$ cat src/rtl/core/gtr_pkg.sv
`timescale 1ns / 1ps

package gtr_pkg;

    localparam logic [7:0] CH_BSLASH = 8'h5C;
    localparam logic [7:0] CH_CARET  = 8'h5E;
    localparam logic [7:0] CH_DOT    = 8'h2E;
    localparam logic [7:0] CH_STAR   = 8'h2A;
    localparam logic [7:0] CH_QMARK  = 8'h3F;
    localparam logic [7:0] CH_LBRACK = 8'h5B;
    localparam logic [7:0] CH_RBRACK = 8'h5D;
    localparam logic [7:0] CH_PIPE   = 8'h7C;
    localparam logic [7:0] CH_PLUS   = 8'h2B;
    localparam logic [7:0] CH_LPAREN = 8'h28;
    localparam logic [7:0] CH_RPAREN = 8'h29;
    localparam logic [7:0] CH_LBRACE = 8'h7B;
    localparam logic [7:0] CH_RBRACE = 8'h7D;
    localparam logic [7:0] CH_BANG   = 8'h21;
    localparam logic [7:0] CH_LF     = 8'h0A;
    localparam logic [7:0] CH_DOLLAR = 8'h24;

    // index of the closing '$' in the suffix "(?!\n)$"
    localparam logic [2:0] SFX_LAST = 3'd5;

    // One decoded item: optional caret, up to two body bytes, optional suffix.
    typedef struct packed {
        logic       caret;
        logic       v0;
        logic [7:0] b0;
        logic       v1;
        logic [7:0] b1;
        logic       sfx;
    } cmd_t;

    function automatic logic [7:0] sfx_byte(input logic [2:0] idx);
        logic [7:0] b;
        unique case (idx)
            3'd0:    b = CH_LPAREN;
            3'd1:    b = CH_QMARK;
            3'd2:    b = CH_BANG;
            3'd3:    b = CH_LF;
            3'd4:    b = CH_RPAREN;
            default: b = CH_DOLLAR;
        endcase
        return b;
    endfunction

    // regex metacharacters that get a backslash when unescaped
    function automatic logic needs_bslash(input logic [7:0] c);
        return (c == CH_DOT) || (c == CH_PIPE) || (c == CH_PLUS) ||
               (c == CH_LPAREN) || (c == CH_RPAREN) ||
               (c == CH_LBRACE) || (c == CH_RBRACE);
    endfunction

endpackage

$ cat src/rtl/core/glob_to_regex_translator_unit.sv
`timescale 1ns / 1ps
// Path: input word -> command queue -> back-end slot registers -> output register.
// Throughput: one output word per cycle from the back-end emitter while m_tready
//   is high; a symbol word makes 0 to 3 output words, an end word (tlast) 6 or 7,
//   and the next command loads as the last word of the current one is emitted.
// Reset: aresetn low (sync) clears the escape flag, arms the '^' prefix, empties
//   the command queue and drops m_tvalid.

module glob_to_regex_translator_unit #(
    parameter int QUEUE_DEPTH = 4
) (
    input  logic       aclk,
    input  logic       aresetn,
    // glob input
    input  logic       s_tvalid,
    output logic       s_tready,
    input  logic [7:0] s_tdata,   // [7:0] symbol
    input  logic       s_tlast,   // end_mark: pattern ended
    // regex output
    output logic       m_tvalid,
    input  logic       m_tready,
    output logic [7:0] m_tdata,   // [7:0] out_byte
    output logic       m_tlast    // last: final '$' of the regex
);
    import gtr_pkg::*;

    // front -> queue
    logic q_push;
    cmd_t q_in_cmd;
    logic q_not_full;

    // queue -> back
    logic q_not_empty;
    cmd_t q_head_cmd;
    logic q_pop;

    // Front end: tracks escape / start-of-pattern state and decodes each
    // word into a short command (caret, up to two body bytes, suffix flag).
    gtr_front u_front (
        .aclk     (aclk),
        .aresetn  (aresetn),
        .s_tvalid (s_tvalid),
        .s_tready (s_tready),
        .s_tdata  (s_tdata),
        .s_tlast  (s_tlast),
        .q_ready  (q_not_full),
        .q_push   (q_push),
        .q_cmd    (q_in_cmd)
    );

    // Decoupling queue; lets input keep flowing while the back end
    // expands a multi-word command.
    gtr_fifo #(
        .DEPTH (QUEUE_DEPTH)
    ) u_fifo (
        .aclk      (aclk),
        .aresetn   (aresetn),
        .push      (q_push),
        .push_cmd  (q_in_cmd),
        .not_full  (q_not_full),
        .not_empty (q_not_empty),
        .head_cmd  (q_head_cmd),
        .pop       (q_pop)
    );

    // Back end: walks the command slots, one word per cycle unless stalled, into
    // a registered output stage. Next command loads on the final slot.
    gtr_back u_back (
        .aclk     (aclk),
        .aresetn  (aresetn),
        .q_valid  (q_not_empty),
        .q_cmd    (q_head_cmd),
        .q_pop    (q_pop),
        .m_tvalid (m_tvalid),
        .m_tready (m_tready),
        .m_tdata  (m_tdata),
        .m_tlast  (m_tlast)
    );

endmodule

$ cat src/rtl/core/gtr_front.sv
`timescale 1ns / 1ps

module gtr_front (
    input  logic          aclk,
    input  logic          aresetn,
    input  logic          s_tvalid,
    output logic          s_tready,
    input  logic [7:0]    s_tdata,
    input  logic          s_tlast,
    input  logic          q_ready,
    output logic          q_push,
    output gtr_pkg::cmd_t q_cmd
);
    import gtr_pkg::*;

    logic esc_reg, esc_next;
    logic start_reg, start_next;
    logic accept;
    cmd_t cmd;

    assign s_tready = q_ready;
    assign accept   = s_tvalid && q_ready;

    always_comb begin
        cmd        = '0;
        cmd.caret  = start_reg;
        esc_next   = esc_reg;
        start_next = start_reg;
        if (accept) begin
            start_next = 1'b0;
            priority if (s_tlast) begin
                // flush held backslash, then suffix; rearm for next pattern
                cmd.v0     = esc_reg;
                cmd.b0     = CH_BSLASH;
                cmd.sfx    = 1'b1;
                esc_next   = 1'b0;
                start_next = 1'b1;
            end else if (s_tdata == CH_BSLASH) begin
                if (esc_reg) begin
                    cmd.v0 = 1'b1;
                    cmd.b0 = CH_BSLASH;
                    cmd.v1 = 1'b1;
                    cmd.b1 = CH_BSLASH;
                end
                esc_next = !esc_reg;
            end else if (esc_reg) begin
                esc_next = 1'b0;
                if (s_tdata == CH_STAR || s_tdata == CH_QMARK || s_tdata == CH_LBRACK ||
                    s_tdata == CH_RBRACK || needs_bslash(s_tdata)) begin
                    cmd.v0 = 1'b1;
                    cmd.b0 = CH_BSLASH;
                    cmd.v1 = 1'b1;
                    cmd.b1 = s_tdata;
                end else begin
                    cmd.v0 = 1'b1;
                    cmd.b0 = s_tdata;
                end
            end else if (s_tdata == CH_STAR) begin
                cmd.v0 = 1'b1;
                cmd.b0 = CH_DOT;
                cmd.v1 = 1'b1;
                cmd.b1 = CH_STAR;
            end else if (s_tdata == CH_QMARK) begin
                cmd.v0 = 1'b1;
                cmd.b0 = CH_DOT;
            end else if (needs_bslash(s_tdata)) begin
                cmd.v0 = 1'b1;
                cmd.b0 = CH_BSLASH;
                cmd.v1 = 1'b1;
                cmd.b1 = s_tdata;
            end else begin
                cmd.v0 = 1'b1;
                cmd.b0 = s_tdata;
            end
        end
    end

    // items that produce nothing (a held backslash) never reach the queue
    assign q_push = accept && (cmd.caret || cmd.v0 || cmd.v1 || cmd.sfx);
    assign q_cmd  = cmd;

    always_ff @(posedge aclk) begin
        if (!aresetn) begin
            esc_reg   <= 1'b0;
            start_reg <= 1'b1;
        end else begin
            esc_reg   <= esc_next;
            start_reg <= start_next;
        end
    end

endmodule

$ cat src/rtl/core/gtr_fifo.sv
`timescale 1ns / 1ps

module gtr_fifo #(
    parameter int DEPTH = 4
) (
    input  logic          aclk,
    input  logic          aresetn,
    input  logic          push,
    input  gtr_pkg::cmd_t push_cmd,
    output logic          not_full,
    output logic          not_empty,
    output gtr_pkg::cmd_t head_cmd,
    input  logic          pop
);
    import gtr_pkg::*;

    localparam int AW = (DEPTH > 1) ? $clog2(DEPTH) : 1;
    localparam int CW = $clog2(DEPTH + 1);
    localparam logic [AW-1:0] LAST_PTR = AW'(DEPTH - 1);
    localparam logic [CW-1:0] FULL_CNT = CW'(DEPTH);

    cmd_t          slot_reg [DEPTH];
    logic [AW-1:0] wptr_reg, wptr_next;
    logic [AW-1:0] rptr_reg, rptr_next;
    logic [CW-1:0] cnt_reg, cnt_next;
    logic          do_push, do_pop;

    assign not_full  = (cnt_reg != FULL_CNT);
    assign not_empty = (cnt_reg != '0);
    assign head_cmd  = slot_reg[rptr_reg];
    assign do_push   = push && not_full;
    assign do_pop    = pop && not_empty;

    always_comb begin
        wptr_next = wptr_reg;
        rptr_next = rptr_reg;
        cnt_next  = cnt_reg;
        if (do_push) begin
            wptr_next = (wptr_reg == LAST_PTR) ? '0 : wptr_reg + 1'b1;
        end
        if (do_pop) begin
            rptr_next = (rptr_reg == LAST_PTR) ? '0 : rptr_reg + 1'b1;
        end
        unique case ({do_push, do_pop})
            2'b10:   cnt_next = cnt_reg + 1'b1;
            2'b01:   cnt_next = cnt_reg - 1'b1;
            default: cnt_next = cnt_reg;
        endcase
    end

    always_ff @(posedge aclk) begin
        if (do_push) begin
            slot_reg[wptr_reg] <= push_cmd;
        end
    end

    always_ff @(posedge aclk) begin
        if (!aresetn) begin
            wptr_reg <= '0;
            rptr_reg <= '0;
            cnt_reg  <= '0;
        end else begin
            wptr_reg <= wptr_next;
            rptr_reg <= rptr_next;
            cnt_reg  <= cnt_next;
        end
    end

endmodule

$ cat src/rtl/core/gtr_back.sv
`timescale 1ns / 1ps

module gtr_back (
    input  logic          aclk,
    input  logic          aresetn,
    input  logic          q_valid,
    input  gtr_pkg::cmd_t q_cmd,
    output logic          q_pop,
    output logic          m_tvalid,
    input  logic          m_tready,
    output logic [7:0]    m_tdata,
    output logic          m_tlast
);
    import gtr_pkg::*;

    // remaining slots of the current command: {b1, b0, caret}
    logic [2:0] rem_reg, rem_next, rem_after;
    logic [7:0] b0_reg, b0_next;
    logic [7:0] b1_reg, b1_next;
    logic       sfx_reg, sfx_next;
    logic [2:0] sidx_reg, sidx_next;
    logic       mvalid_reg, mvalid_next;
    logic [7:0] mdata_reg, mdata_next;
    logic       mlast_reg, mlast_next;

    logic       busy, out_free, emit, final_slot, load;
    logic [7:0] sel_byte;
    logic       sel_last;

    assign busy     = (rem_reg != '0) || sfx_reg;
    assign out_free = !mvalid_reg || m_tready;
    assign emit     = busy && out_free;
    assign load     = q_valid && (!busy || (emit && final_slot));
    assign q_pop    = load;

    always_comb begin
        rem_after  = rem_reg;
        sel_byte   = sfx_byte(sidx_reg);
        sel_last   = 1'b0;
        final_slot = 1'b0;
        priority if (rem_reg[0]) begin
            sel_byte     = CH_CARET;
            rem_after[0] = 1'b0;
            final_slot   = (rem_after == '0) && !sfx_reg;
        end else if (rem_reg[1]) begin
            sel_byte     = b0_reg;
            rem_after[1] = 1'b0;
            final_slot   = (rem_after == '0) && !sfx_reg;
        end else if (rem_reg[2]) begin
            sel_byte     = b1_reg;
            rem_after[2] = 1'b0;
            final_slot   = !sfx_reg;
        end else begin
            sel_last   = (sidx_reg == SFX_LAST);
            final_slot = sel_last;
        end
    end

    always_comb begin
        rem_next    = rem_reg;
        b0_next     = b0_reg;
        b1_next     = b1_reg;
        sfx_next    = sfx_reg;
        sidx_next   = sidx_reg;
        mvalid_next = mvalid_reg;
        mdata_next  = mdata_reg;
        mlast_next  = mlast_reg;

        if (emit) begin
            if (rem_reg != '0) begin
                rem_next = rem_after;
            end else if (sel_last) begin
                sfx_next  = 1'b0;
                sidx_next = '0;
            end else begin
                sidx_next = sidx_reg + 1'b1;
            end
        end

        if (load) begin
            rem_next  = {q_cmd.v1, q_cmd.v0, q_cmd.caret};
            b0_next   = q_cmd.b0;
            b1_next   = q_cmd.b1;
            sfx_next  = q_cmd.sfx;
            sidx_next = '0;
        end

        if (out_free) begin
            mvalid_next = emit;
            mdata_next  = sel_byte;
            mlast_next  = sel_last;
        end
    end

    always_ff @(posedge aclk) begin
        b0_reg    <= b0_next;
        b1_reg    <= b1_next;
        mdata_reg <= mdata_next;
        mlast_reg <= mlast_next;
    end

    always_ff @(posedge aclk) begin
        if (!aresetn) begin
            rem_reg    <= '0;
            sfx_reg    <= 1'b0;
            sidx_reg   <= '0;
            mvalid_reg <= 1'b0;
        end else begin
            rem_reg    <= rem_next;
            sfx_reg    <= sfx_next;
            sidx_reg   <= sidx_next;
            mvalid_reg <= mvalid_next;
        end
    end

    assign m_tvalid = mvalid_reg;
    assign m_tdata  = mdata_reg;
    assign m_tlast  = mlast_reg;

endmodule

$ cat config.mk
export PLATFORM = sky130hd
export DESIGN_NAME = glob_to_regex_translator_unit
export DESIGN_NICKNAME = d
export VERILOG_FILES = /design/src/rtl/core/gtr_pkg.sv /design/src/rtl/core/glob_to_regex_translator_unit.sv /design/src/rtl/core/gtr_front.sv /design/src/rtl/core/gtr_fifo.sv /design/src/rtl/core/gtr_back.sv
export SDC_FILE = /design/constraint.sdc
export NUM_CORES = 1
export LEC_CHECK = 0
export BUFFER_PORTS_ARGS = -buffer_cell sky130_fd_sc_hd__buf_2
export CAP_MARGIN = 5
export CELL_PAD_IN_SITES_DETAIL_PLACEMENT = 2
export CELL_PAD_IN_SITES_GLOBAL_PLACEMENT = 2
export CORE_UTILIZATION = 40
export CTS_CLUSTER_SIZE = 12
export DETAILED_ROUTE_END_ITERATION = 10
export PLACE_DENSITY = 0.79
export SLEW_MARGIN = 25
export SYNTH_ARGS = -nofsm -noshare
export SYNTH_HDL_FRONTEND = slang
export SYNTH_SLANG_ARGS = --single-unit
export TNS_END_PERCENT = 10
$ cat constraint.sdc
create_clock -name aclk -period 4 [get_ports aclk]
set_clock_uncertainty 0.1 [all_clocks]
set_input_delay 0.6 -clock aclk [delete_from_list [all_inputs] [get_ports aclk]]
set_output_delay 0.6 -clock aclk [all_outputs]
set_load 0.05 [all_outputs]
==> impl_metrics.tcl, run 1 <==
set metrics [dict create \
    comb_power_share_pct 23.0 \
    setup_viol_count_final 0 \
    status "finished, final reports clean" \
    regToRegStartpoint "u_back.sidx_reg[0]$_SDFFE_PP0P_" \
    total_wirelength_microns 13000 \
    maxCapViolations 0 \
    sequential_power_share_pct 43.2 \
    totalPowerFinal_uw 4510 \
    switching_power_uw 1390 \
    stdcell_area_sq_mm 0.00620 \
    cell_count_post_placement 535 \
    grt_max_degree 21 \
    post_synthesis_simple_gate_area_fraction_pct 10.7 \
    power.density_cell_area_mw_per_mm2 727 \
    number_of_global_route_vias_before_repair 3446 \
    wl_met1_microns 5890 \
    cts_tree "built" \
    clkPwrFrac_pct 33.8 \
    post_cts_resize_count 0 \
    wl_met2_microns 6540 \
    synthesis.area_sq_mm 0.00532 \
    hold_violations 0 \
    synth_compound_area_share_pct 8.21 \
    avgSynthCellArea_sq_um 15.2 \
    clkSlewWorstSetupHoldPaths_ns 0.06 \
    num_io_pins 24 \
    setup.worst_path.start_class "flip-flop" \
    switching_share_pct 30.8 \
    areaGrowthSynthToFinish_pct 16.6 \
    die_x_microns 117 \
    clk_path_buf_depth 2 \
    min_period_ns 3.18 \
    final_critical_path_setup_slack_ns 0.818 \
    startpoint "u_back.sidx_reg[0]$_SDFFE_PP0P_" \
    ys_seq_area_share_pct 66.4 \
    final_net_count 407 \
    synth_fa_ha_area_share_pct 2.96 \
    timing.critical_path.arrival_ns 3.42 \
    async_reset_ff_share_pct 0 \
    path_class "reg -> reg" \
    fillCellCount 1200 \
    groute.usage.overall_pct 20.6 \
    leakage_uw 0.00214 \
    top_layer_used "met4" \
    commonest_cells_after_routing_fill_and_taps_aside "105 x sky130_fd_sc_hd__edfxtp_1, 23 x sky130_fd_sc_hd__buf_2, 21 x sky130_fd_sc_hd__nand2_1" \
    place_worst_setup_slack_ns 0.545 \
    drtPass1Iterations 4 \
    critical_path_required_ns 4.24 \
    cts-buffers-inserted 17 \
    htreeDepth 4 \
    timing_max_transition_violations_final 0 \
    clock.fmax_mhz 314 \
    die_area_sq_mm 0.0138 \
    route.vias.total 3126 \
    cell_internal_pwr_uw 3120 \
    proportion_of_synthesized_area_in_mux_cells_pct 8.84 \
    floorplan.initialDensity_pct 41.7 \
    hold_path.class "reg -> reg" \
    placeableCoreArea_sq_mm 0.0128 \
    synth-xor-area-share_pct 0.494 \
    grt_setup_unrepaired "false" \
    hold_path.startpoint "u_fifo.wptr_reg[0]$_SDFFE_PN0P_" \
    cts_setup_buffers 0 \
    fin_tns_setup_ns 0 \
    max_slew_margin_pct 34.2 \
    commonest_non_fill_non_tap_cell_in_the_layout "sky130_fd_sc_hd__edfxtp_1" \
    yosys.cell_types.count 54 \
    die-height_microns 117 \
    synth_top_family_by_area "simple AND/OR/NAND/NOR gates" \
    ys_dominant_reg_cell "sky130_fd_sc_hd__edfxtp_1" \
    antenna_found_initial 0 \
    antenna_cells_inserted 0 \
    vdd_ir_drop_max_uv 312 \
    tightestPinTransition_ns 0.982 \
    synth-seq-cells 124 \
    row_count 41 \
    port_buf_inserts 23 \
    detail_route.wl_per_cell_microns 23.0 \
    globalplace.congestion 0.787 \
    post_route_cells_drive_above_1_share_pct 24.8 \
    drtIter0Drc 165 \
    postPlaceCellArea_sq_mm 0.00561 \
    dr_drc_count 0 \
    synthesis.yosys.warnings 0 \
    met3_length_microns 341 \
    grt_overflow 0 \
    final.period_utilization_pct 79.6 \
    worst-path-max-fanout 9 \
    synth_cells 351 \
    antenna_violating_nets_post_route 0 \
    vias_per_cell 5.51 \
    max_reg_flops 80 \
    wire_length_of_the_first_global_routing_pass_microns 20700 \
    worst_setup_path_end_kind "flip-flop" \
    worst_skew_pair.late_latency_ns 0.41 \
    synth_enable_flop_cells 105 \
    cts-hold-fix-buffers 0 \
    cts_sinks 124 \
    dpl.hpwl_microns 8520 \
    ctsRootBufferMaster "sky130_fd_sc_hd__clkbuf_16" \
    finalNonFillerCells 567 \
]
## cell families after synthesis
group / Yosys count
AOI/OAI and AO/OA: 60
xor gates and xnor gates: 3
adders and majority gates: 12
buffers and inverters: 29
DFF: 124
muxes: 22
other: 1
and+or+nand+nor: 100
## path summary, 6_finish.rpt
path	endpoint	slack, ns	depth (start not counted)
worst max-delay path	u_fifo.cnt_reg[2]$_SDFFE_PN0P_	0.82	11
worst min-delay path	u_fifo.wptr_reg[0]$_SDFFE_PN0P_	0.43	2
worst max register to register	u_fifo.cnt_reg[2]$_SDFFE_PN0P_	0.82	11
worst min register to register	u_fifo.wptr_reg[0]$_SDFFE_PN0P_	0.43	2
## synthesized netlist by cell type (8+ instances only)
cell type / instances / area (sq um)
sky130_fd_sc_hd__a21oi_1: 15 / 75.1
sky130_fd_sc_hd__and2_1: 9 / 56.3
sky130_fd_sc_hd__clkbuf_1: 11 / 41.3
sky130_fd_sc_hd__dfxtp_1: 19 / 380
sky130_fd_sc_hd__edfxtp_1: 105 / 3150
sky130_fd_sc_hd__ha_1: 11 / 138
sky130_fd_sc_hd__inv_1: 12 / 45.0
sky130_fd_sc_hd__mux4_2: 20 / 450
sky130_fd_sc_hd__nand2_1: 21 / 78.8
sky130_fd_sc_hd__nand2b_1: 10 / 62.6
sky130_fd_sc_hd__nor2_1: 14 / 52.6
sky130_fd_sc_hd__nor2b_1: 9 / 56.3
sky130_fd_sc_hd__o21ai_0: 8 / 40.0
## area by class of cell
type | instances | area (sq um) | share of cell area, %
Clock buffer | 18 | 429 | 6.92
Clock inverter | 14 | 153 | 2.46
Sequential cell | 124 | 3540 | 57.0
Timing Repair Buffer | 26 | 138 | 2.22
Multi-Input combinational cell | 201 | 1690 | 27.2
Tap cell | 172 | 215 | 3.47
Inverter | 12 | 45.0 | 0.726
## power groups by stage
stage | clock network, uW | logic, uW | registers, uW
2_1_floorplan | 0 | 672 | 1980
3_3_place_gp | 0 | 955 | 1940
3_5_place_dp | 0 | 1020 | 1970
4_1_cts | 1550 | 1050 | 1960
5_1_grt | 1590 | 1130 | 1990
6_report | 1520 | 1040 | 1950
## metal layers
layer | vias to the layer above | global-route usage [%]
met4 | 0 | 9.01
met1 | 1634 | 25.1
met5 | - | 0
met2 | 63 | 35.4
met3 | 19 | 3.75
li1 | 1410 | -
## worst max-delay path: stages, from the launching register on
cell                       delay (ns)
sky130_fd_sc_hd__dfxtp_1         0.48
sky130_fd_sc_hd__ha_1            0.31
sky130_fd_sc_hd__nand3b_1        0.16
sky130_fd_sc_hd__a221oi_1        0.33
sky130_fd_sc_hd__o32ai_2         0.23
sky130_fd_sc_hd__inv_1           0.15
sky130_fd_sc_hd__ha_1            0.19
sky130_fd_sc_hd__inv_1           0.07
sky130_fd_sc_hd__fa_1            0.45
sky130_fd_sc_hd__xor2_1          0.17
sky130_fd_sc_hd__or3_1           0.31
sky130_fd_sc_hd__a21boi_0        0.16
## through the flow
stage | util (%) | hold slack, ns
2_1_floorplan | - | 0.362
3_3_place_gp | 43.9 | 0.387
3_5_place_dp | 44.0 | 0.414
4_1_cts | 48.5 | 0.430
5_1_grt | 48.6 | 0.456
6_report | 48.6 | 0.432
No activity file was read; power rests on OpenSTA's default activity.
==> run 2: changes to the inputs <==
--- a/config.mk
+++ b/config.mk
@@ -5,6 +5,7 @@
 export SDC_FILE = /design/constraint.sdc
 export NUM_CORES = 1
 export LEC_CHECK = 0
+export ABC_AREA = 1
 export BUFFER_PORTS_ARGS = -buffer_cell sky130_fd_sc_hd__buf_2
 export CAP_MARGIN = 5
 export CELL_PAD_IN_SITES_DETAIL_PLACEMENT = 2
@@ -12,7 +13,7 @@
 export CORE_UTILIZATION = 40
 export CTS_CLUSTER_SIZE = 12
 export DETAILED_ROUTE_END_ITERATION = 10
-export PLACE_DENSITY = 0.79
+export PLACE_DENSITY = 0.85
 export SLEW_MARGIN = 25
 export SYNTH_ARGS = -nofsm -noshare
 export SYNTH_HDL_FRONTEND = slang
==> constraint.sdc (replaced) <==
create_clock -name aclk -period 3.22 [get_ports aclk]
set_clock_uncertainty 0.1 [all_clocks]
set_input_delay 0.483 -clock aclk [delete_from_list [all_inputs] [get_ports aclk]]
set_output_delay 0.483 -clock aclk [all_outputs]
set_load 0.05 [all_outputs]
==> run 2 against run 1 <==
Effect of this change: critical path depth is 4 higher; cell count is 27% higher; die area is 0.72% higher; synthesized area is 0.73% higher; first-iteration DRC count is 25% higher; global-route usage is 6.0 points higher; clock-buffer cell count is 3 higher; critical path type unchanged; critical endpoint unchanged.
==> impl_metrics.tcl, run 2 <==
set metrics [dict create \
    status "finished, final reports clean" \
    tightestPinTransition_ns 0.678 \
    hold_path.startpoint "m_tready" \
    worst_skew_pair.late_latency_ns 0.42 \
    floorplan.initialDensity_pct 41.8 \
    critPathBufInv 3 \
    dpl.hpwl_microns 11400 \
    setup.worst_path.start_class "flip-flop" \
    vias_per_cell 5.52 \
    placeableCoreArea_sq_mm 0.0128 \
    synthesis.area_sq_mm 0.00536 \
    final.period_utilization_pct 93.2 \
    switching_share_pct 36.8 \
    min_period_ns 3.00 \
    antenna_violating_nets_post_route 0 \
    num_io_pins 24 \
    ys_seq_area_share_pct 65.9 \
    row_count 41 \
    dr_drc_count 0 \
    synth-seq-cells 124 \
    synthesis.yosys.warnings 0 \
    footprint_of_the_multi_input_gates_sq_mm 0.00159 \
    cts-buffers-inserted 17 \
    leakage_uw 0.00240 \
    drtPass1Iterations 4 \
    max_reg_flops 80 \
    clk_path_buf_depth 2 \
    totalPowerFinal_uw 6140 \
    clkPwrFrac_pct 30.6 \
    fillCellCount 1330 \
    detail_route.wl_per_cell_microns 23.8 \
    clkSlewWorstSetupHoldPaths_ns 0.05 \
    route.vias.total 3964 \
    library_cell_with_the_largest_summed_area_after_synthesis "sky130_fd_sc_hd__edfxtp_1" \
    reg2reg_setup_slack_ns 0.22 \
    final_net_count 558 \
    ys_dominant_reg_cell "sky130_fd_sc_hd__edfxtp_1" \
    synth_top_area_share_pct 58.8 \
    crit_path_max_incr_delay_ns 0.45 \
    port_buf_inserts 23 \
    maxCapViolations 0 \
    cpLargestDelayFamily "adder cells" \
    max_slew_margin_pct 54.8 \
    sequential_power_share_pct 39.5 \
    switching_power_uw 2260 \
    timing.critical_path.slowest_stage_cell "sky130_fd_sc_hd__fa_1" \
    synthTopCellsByArea "sky130_fd_sc_hd__edfxtp_1 59%, sky130_fd_sc_hd__dfxtp_1 7.1%, sky130_fd_sc_hd__o21ai_0 5.9%" \
    hold_path.class "in -> reg" \
    worst_setup_path_end_kind "flip-flop" \
    ctsRootBufferMaster "sky130_fd_sc_hd__clkbuf_16" \
    antenna_found_initial 1 \
    grt_overflow 0 \
    worst_r2r_endpoint "u_fifo.cnt_reg[2]$_SDFFE_PN0P_" \
    timing.critical_path.cells "inv_1, ha_1, nand2_1, inv_1, nand2_1, nand3_1, nand3_2, nand2_8, ha_1, inv_1, fa_1, a21oi_1, o21ai_0, o21ai_0, a21oi_1" \
    hold_violations 0 \
    most_numerous_cell_on_the_critical_path "sky130_fd_sc_hd__inv_1" \
    min_delay_worst_endpoint "u_back.rem_reg[0]$_SDFFE_PN0P_" \
    cts_setup_buffers 0 \
    worst-path-max-fanout 24 \
    cell_internal_pwr_uw 3880 \
    cts_sinks 124 \
    critical_path_required_ns 3.41 \
    die_area_sq_mm 0.0139 \
    die_x_microns 118 \
    commonest_non_fill_non_tap_cell_in_the_layout "sky130_fd_sc_hd__edfxtp_1" \
    setup_viol_count_final 0 \
    yosys.cell_types.count 35 \
    commonest_cells_after_routing_fill_and_taps_aside "105 x sky130_fd_sc_hd__edfxtp_1, 81 x sky130_fd_sc_hd__nor2_1, 63 x sky130_fd_sc_hd__o21ai_0" \
    number_of_global_route_vias_before_repair 4471 \
    number_of_cells_on_the_worst_reg_to_reg_path 15 \
    min_delay_path_depth 4 \
    hold-worst-slack_ns 0.245 \
    vdd_ir_drop_max_uv 438 \
    timing_max_transition_violations_final 0 \
    die-height_microns 118 \
    regToRegStartpoint "u_back.sidx_reg[1]$_SDFFE_PP0P_" \
    synth.most_common_cell "sky130_fd_sc_hd__edfxtp_1" \
    fin_tns_setup_ns 0 \
    synth_cells 495 \
    htreeDepth 4 \
    grt_max_degree 41 \
    avgSynthCellArea_sq_um 10.8 \
    final_core_util_pct 48.9 \
    grt_setup_unrepaired "false" \
    register_area_sq_mm 0.00353 \
    synthTopCellsByCount "105 x sky130_fd_sc_hd__edfxtp_1, 81 x sky130_fd_sc_hd__nor2_1, 63 x sky130_fd_sc_hd__o21ai_0" \
    cts_tree "built" \
    antenna_cells_inserted 0 \
    wire_length_of_the_first_global_routing_pass_microns 26500 \
    path_class "reg -> reg" \
    power.density_cell_area_mw_per_mm2 978 \
    globalplace.congestion 0.869 \
    areaGrowthSynthToFinish_pct 17.1 \
    groute.usage.overall_pct 26.5 \
    clock.fmax_mhz 333 \
    timing.critical_path.arrival_ns 3.19 \
    post_route_cells_drive_above_1_share_pct 13.9 \
    drtIter0Drc 207 \
    comb_power_share_pct 29.9 \
    total_wirelength_microns 17100 \
    synth_enable_flop_cells 105 \
    async_reset_ff_share_pct 0 \
]
run 2: cell types whose count changed in the layout (fill, tap and decap cells not counted), sizes merged, moves of 20 or more:
cell	previous run	this run
nand2	21	64
mux4	20	0
o22ai	0	20
nor2	14	86
o21ai	8	65
inv	12	51
run 2: cell families after synthesis:
logic type / synth area share, %
and+or+nand+nor: 14.0
adders and majority gates: 2.94
DFF: 65.9
buffers and inverters: 4.74
other: 0.0700
AOI/OAI and AO/OA: 12.4
run 2: stage by stage:
step                setup slack, ns  instances  instance area (sq um)
floorplan                     0.612        498                   5370
detailed placement            0.208        686                   5700
global placement              0.499        686                   5700
global route                0.00620        718                   6270
CTS                          0.0893        718                   6260
finish                        0.218        718                   6270
run 2: layout make-up:
class | count | share of cell area [%]
clock buffers | 21 | 7.02
well taps | 172 | 3.43
inverters | 51 | 3.05
repair buffers | 31 | 2.79
flip-flops and latches | 124 | 56.3
multi-input cells | 308 | 25.4
clock inverters | 11 | 1.99
run 2: metal layers:
metal	up-vias	GRT usage [%]	part of all wire [%]
li1	1798	-	-
met1	2029	29.4	39
met2	103	48.0	54
met3	34	5.04	3.7
met4	0	13.7	2.6
met5	-	0	0
run 2: worst max path at each step:
stage	startpoint	end	cells after the start
6_report	u_back.sidx_reg[1]$_SDFFE_PP0P_	u_fifo.cnt_reg[2]$_SDFFE_PN0P_	15
5_1_grt	u_back.sidx_reg[1]$_SDFFE_PP0P_	u_fifo.cnt_reg[2]$_SDFFE_PN0P_	15
4_1_cts	u_back.sidx_reg[1]$_SDFFE_PP0P_	u_fifo.cnt_reg[2]$_SDFFE_PN0P_	15
3_5_place_dp	s_tdata[2]	u_fifo.cnt_reg[2]$_SDFFE_PN0P_	16
3_3_place_gp	u_back.rem_reg[1]$_SDFFE_PN0P_	u_fifo.cnt_reg[2]$_SDFFE_PN0P_	13
2_1_floorplan	u_fifo.cnt_reg[0]$_SDFFE_PN0P_	u_fifo.slot_reg[0][0]$_DFFE_PP_	8
run 2: timing repair:
item                       CTS  global route
setup endpoints to repair    0             1
gates resized for setup      0             2
hold buffers                 0             0
run 2: tightest hold or removal path, cell delays in order:
cell                      delay, ns
sky130_fd_sc_hd__buf_2         0.07
sky130_fd_sc_hd__nor2_1        0.05
sky130_fd_sc_hd__nand2_1       0.05
sky130_fd_sc_hd__a21oi_1       0.05
run 2: power by group through the flow:
stage	clock network (uW)	logic, uW	registers [uW]
finish	1880	1830	2420
floorplan	0	1040	2520
global route	1950	2000	2450
detailed placement	0	1760	2440
CTS	1900	1830	2430
global placement	0	1610	2390
==> run 3: changes to the inputs <==
==> constraint.sdc (replaced) <==
create_clock -name aclk -period 3.3 [get_ports aclk]
set_clock_uncertainty 0.1 [all_clocks]
set_input_delay 0.495 -clock aclk [delete_from_list [all_inputs] [get_ports aclk]]
set_output_delay 0.495 -clock aclk [all_outputs]
set_load 0.05 [all_outputs]
==> run 3 against run 2 <==
Effect of this change: first-iteration DRC count grew 12%; clock power shrank 2%; total power shrank 3.2%; clock-buffer cell count shrank 1; die area is the same; critical path depth shrank 2; utilization shrank 0.15 points; combinational power shrank 4%; global-route usage grew 0.16 points.
==> impl_metrics.tcl, run 3 (synthesis results as in run 2) <==
set metrics [dict create \
    status "finished, final reports clean" \
    clkSlewWorstSetupHoldPaths_ns 0.05 \
    totalPowerFinal_uw 5940 \
    number_of_cells_on_the_worst_reg_to_reg_path 13 \
    drtIter0Drc 231 \
    floorplan.initialDensity_pct 41.8 \
    globalplace.congestion 0.838 \
    placeableCoreArea_sq_mm 0.0128 \
    worst_skew_pair.late_latency_ns 0.42 \
    regToRegStartpoint "u_back.rem_reg[1]$_SDFFE_PN0P_" \
    areaGrowthSynthToFinish_pct 16.7 \
    timing.critical_path.cells "nor2_4, inv_1, nand4_1, nand3_1, nand3_2, nand2_4, ha_1, inv_1, fa_1, a21oi_1, o21ai_0, o21ai_0, a21oi_1" \
    die-height_microns 118 \
    die_area_sq_mm 0.0139 \
    commonest_non_fill_non_tap_cell_in_the_layout "sky130_fd_sc_hd__edfxtp_1" \
    port_buf_inserts 23 \
    clkPwrFrac_pct 30.9 \
    max_slew_margin_pct 57.4 \
    comb_power_share_pct 29.5 \
    critical_path_required_ns 3.50 \
    min_delay_path_depth 4 \
    min_delay_worst_endpoint "u_back.rem_reg[0]$_SDFFE_PN0P_" \
    post_route_cells_drive_above_1_share_pct 13.4 \
    antenna_violating_nets_post_route 0 \
    path_class "reg -> reg" \
    cts-hold-fix-buffers 0 \
    wire_length_of_the_first_global_routing_pass_microns 26600 \
    detail_route.wl_per_cell_microns 23.9 \
    max_reg_flops 80 \
    worst-path-max-fanout 24 \
    cell_internal_pwr_uw 3760 \
    grt_max_degree 42 \
    postPlaceCellArea_sq_mm 0.00569 \
    final_critical_path_setup_slack_ns 0.193 \
    timing.critical_path.slowest_stage_cell "sky130_fd_sc_hd__dfxtp_1" \
    place_worst_setup_slack_ns 0.109 \
    hold_violations 0 \
    cts_setup_buffers 0 \
    switching_power_uw 2180 \
    antenna_found_initial 0 \
    crit_path_max_incr_delay_ns 0.61 \
    die_x_microns 118 \
    hold-worst-slack_ns 0.278 \
    commonest_cells_after_routing_fill_and_taps_aside "105 x sky130_fd_sc_hd__edfxtp_1, 81 x sky130_fd_sc_hd__nor2_1, 63 x sky130_fd_sc_hd__o21ai_0" \
    number_of_global_route_vias_before_repair 4547 \
    dr_drc_count 0 \
    power.density_cell_area_mw_per_mm2 949 \
    stdcell_area_sq_mm 0.00626 \
    fin_tns_setup_ns 0 \
    worst_r2r_endpoint "u_fifo.cnt_reg[2]$_SDFFE_PN0P_" \
    vdd_ir_drop_max_uv 349 \
    fillCellCount 1316 \
    timing.critical_path.arrival_ns 3.31 \
    row_count 41 \
    setup_viol_count_final 0 \
    min_period_ns 3.11 \
    ctsRootBufferMaster "sky130_fd_sc_hd__clkbuf_16" \
    leakage_uw 0.00240 \
    dpl.hpwl_microns 11100 \
    hold_path.class "in -> reg" \
    htreeDepth 4 \
    num_io_pins 24 \
    grt_setup_unrepaired "false" \
    post_cts_resize_count 0 \
    vias_per_cell 5.47 \
    antenna_cells_inserted 0 \
    final.period_utilization_pct 94.1 \
    route.vias.total 3920 \
    groute.usage.overall_pct 26.7 \
    clock.fmax_mhz 322 \
    clk_path_buf_depth 2 \
    timing_max_transition_violations_final 0 \
    setup.worst_path.start_class "flip-flop" \
    cts-buffers-inserted 17 \
    cts_tree "built" \
    reg2reg_setup_slack_ns 0.19 \
    final_net_count 557 \
    maxCapViolations 0 \
    switching_share_pct 36.6 \
    hold_path.startpoint "m_tready" \
    worst_setup_path_end_kind "flip-flop" \
    sequential_power_share_pct 39.6 \
    tightestPinTransition_ns 0.638 \
    total_wirelength_microns 17100 \
    drtPass1Iterations 5 \
    grt_overflow 0 \
    cts_sinks 124 \
]
-- run 3: changes by cell type in the layout (fill, tap and decap cells not counted), sizes merged --
cell	delta
buf	-1
clkbuf	-1
clkinv	+1
-- run 3: worst max-delay path by stage --
stage / from / to / slack [ns] / cells after the start
detailed placement: s_tdata[2] / u_fifo.cnt_reg[2]$_SDFFE_PN0P_ / 0.11 / 16
global placement: m_tready / u_fifo.cnt_reg[2]$_SDFFE_PN0P_ / 0.56 / 12
CTS: u_back.rem_reg[1]$_SDFFE_PN0P_ / u_fifo.cnt_reg[2]$_SDFFE_PN0P_ / 0.19 / 13
floorplan: u_fifo.cnt_reg[0]$_SDFFE_PN0P_ / u_fifo.slot_reg[0][0]$_DFFE_PP_ / 0.69 / 8
finish: u_back.rem_reg[1]$_SDFFE_PN0P_ / u_fifo.cnt_reg[2]$_SDFFE_PN0P_ / 0.19 / 13
global route: u_back.rem_reg[1]$_SDFFE_PN0P_ / u_fifo.cnt_reg[2]$_SDFFE_PN0P_ / 0.007 / 13
-- run 3: per-stage QoR --
step | instances | utilization, %
CTS | 717 | 48.8
global route | 717 | 48.8
detailed placement | 685 | 44.4
finish | 717 | 48.8
global placement | 685 | 44.4
floorplan | 498 | -
-- run 3: area by class of cell --
cell class                      count  area [sq um]  area share (%)
Clock buffer                       20           437            6.98
Clock inverter                     12           128            2.04
Inverter                           51           191            3.06
Multi-Input combinational cell    308          1580            25.3
Sequential cell                   124          3530            56.5
Tap cell                          172           215            3.44
Timing Repair Buffer               30           168            2.68
-- run 3: critical path: cells and delay by family, from the launching register on --
family	cells	cell delay, ns
adders and majority gates	2	0.69
buffers and inverters	2	0.25
and+or+nand+nor	5	0.77
AOI/OAI and AO/OA	4	0.56
DFF	1	0.61
-- run 3: per-layer routing --
metal | wire [microns] | track usage, % | vias to the layer above | part of all wire (%)
li1 | - | - | 1796 | -
met1 | 6700 | 29.9 | 1985 | 39
met2 | 9190 | 47.6 | 100 | 54
met3 | 648 | 5.33 | 39 | 3.8
met4 | 584 | 14.1 | 0 | 3.4
met5 | 0 | 0 | - | 0
-- run 3: power groups by stage --
| stage | combinational [uW] | sequential [uW] | clock [uW] |
|---|---|---|---|
| after global routing | 1910 | 2380 | 1920 |
| after floorplan | 1020 | 2460 | 0 |
| after global placement | 1550 | 2330 | 0 |
| after CTS | 1770 | 2360 | 1860 |
| final | 1750 | 2350 | 1840 |
| after detailed placement | 1720 | 2370 | 0 |
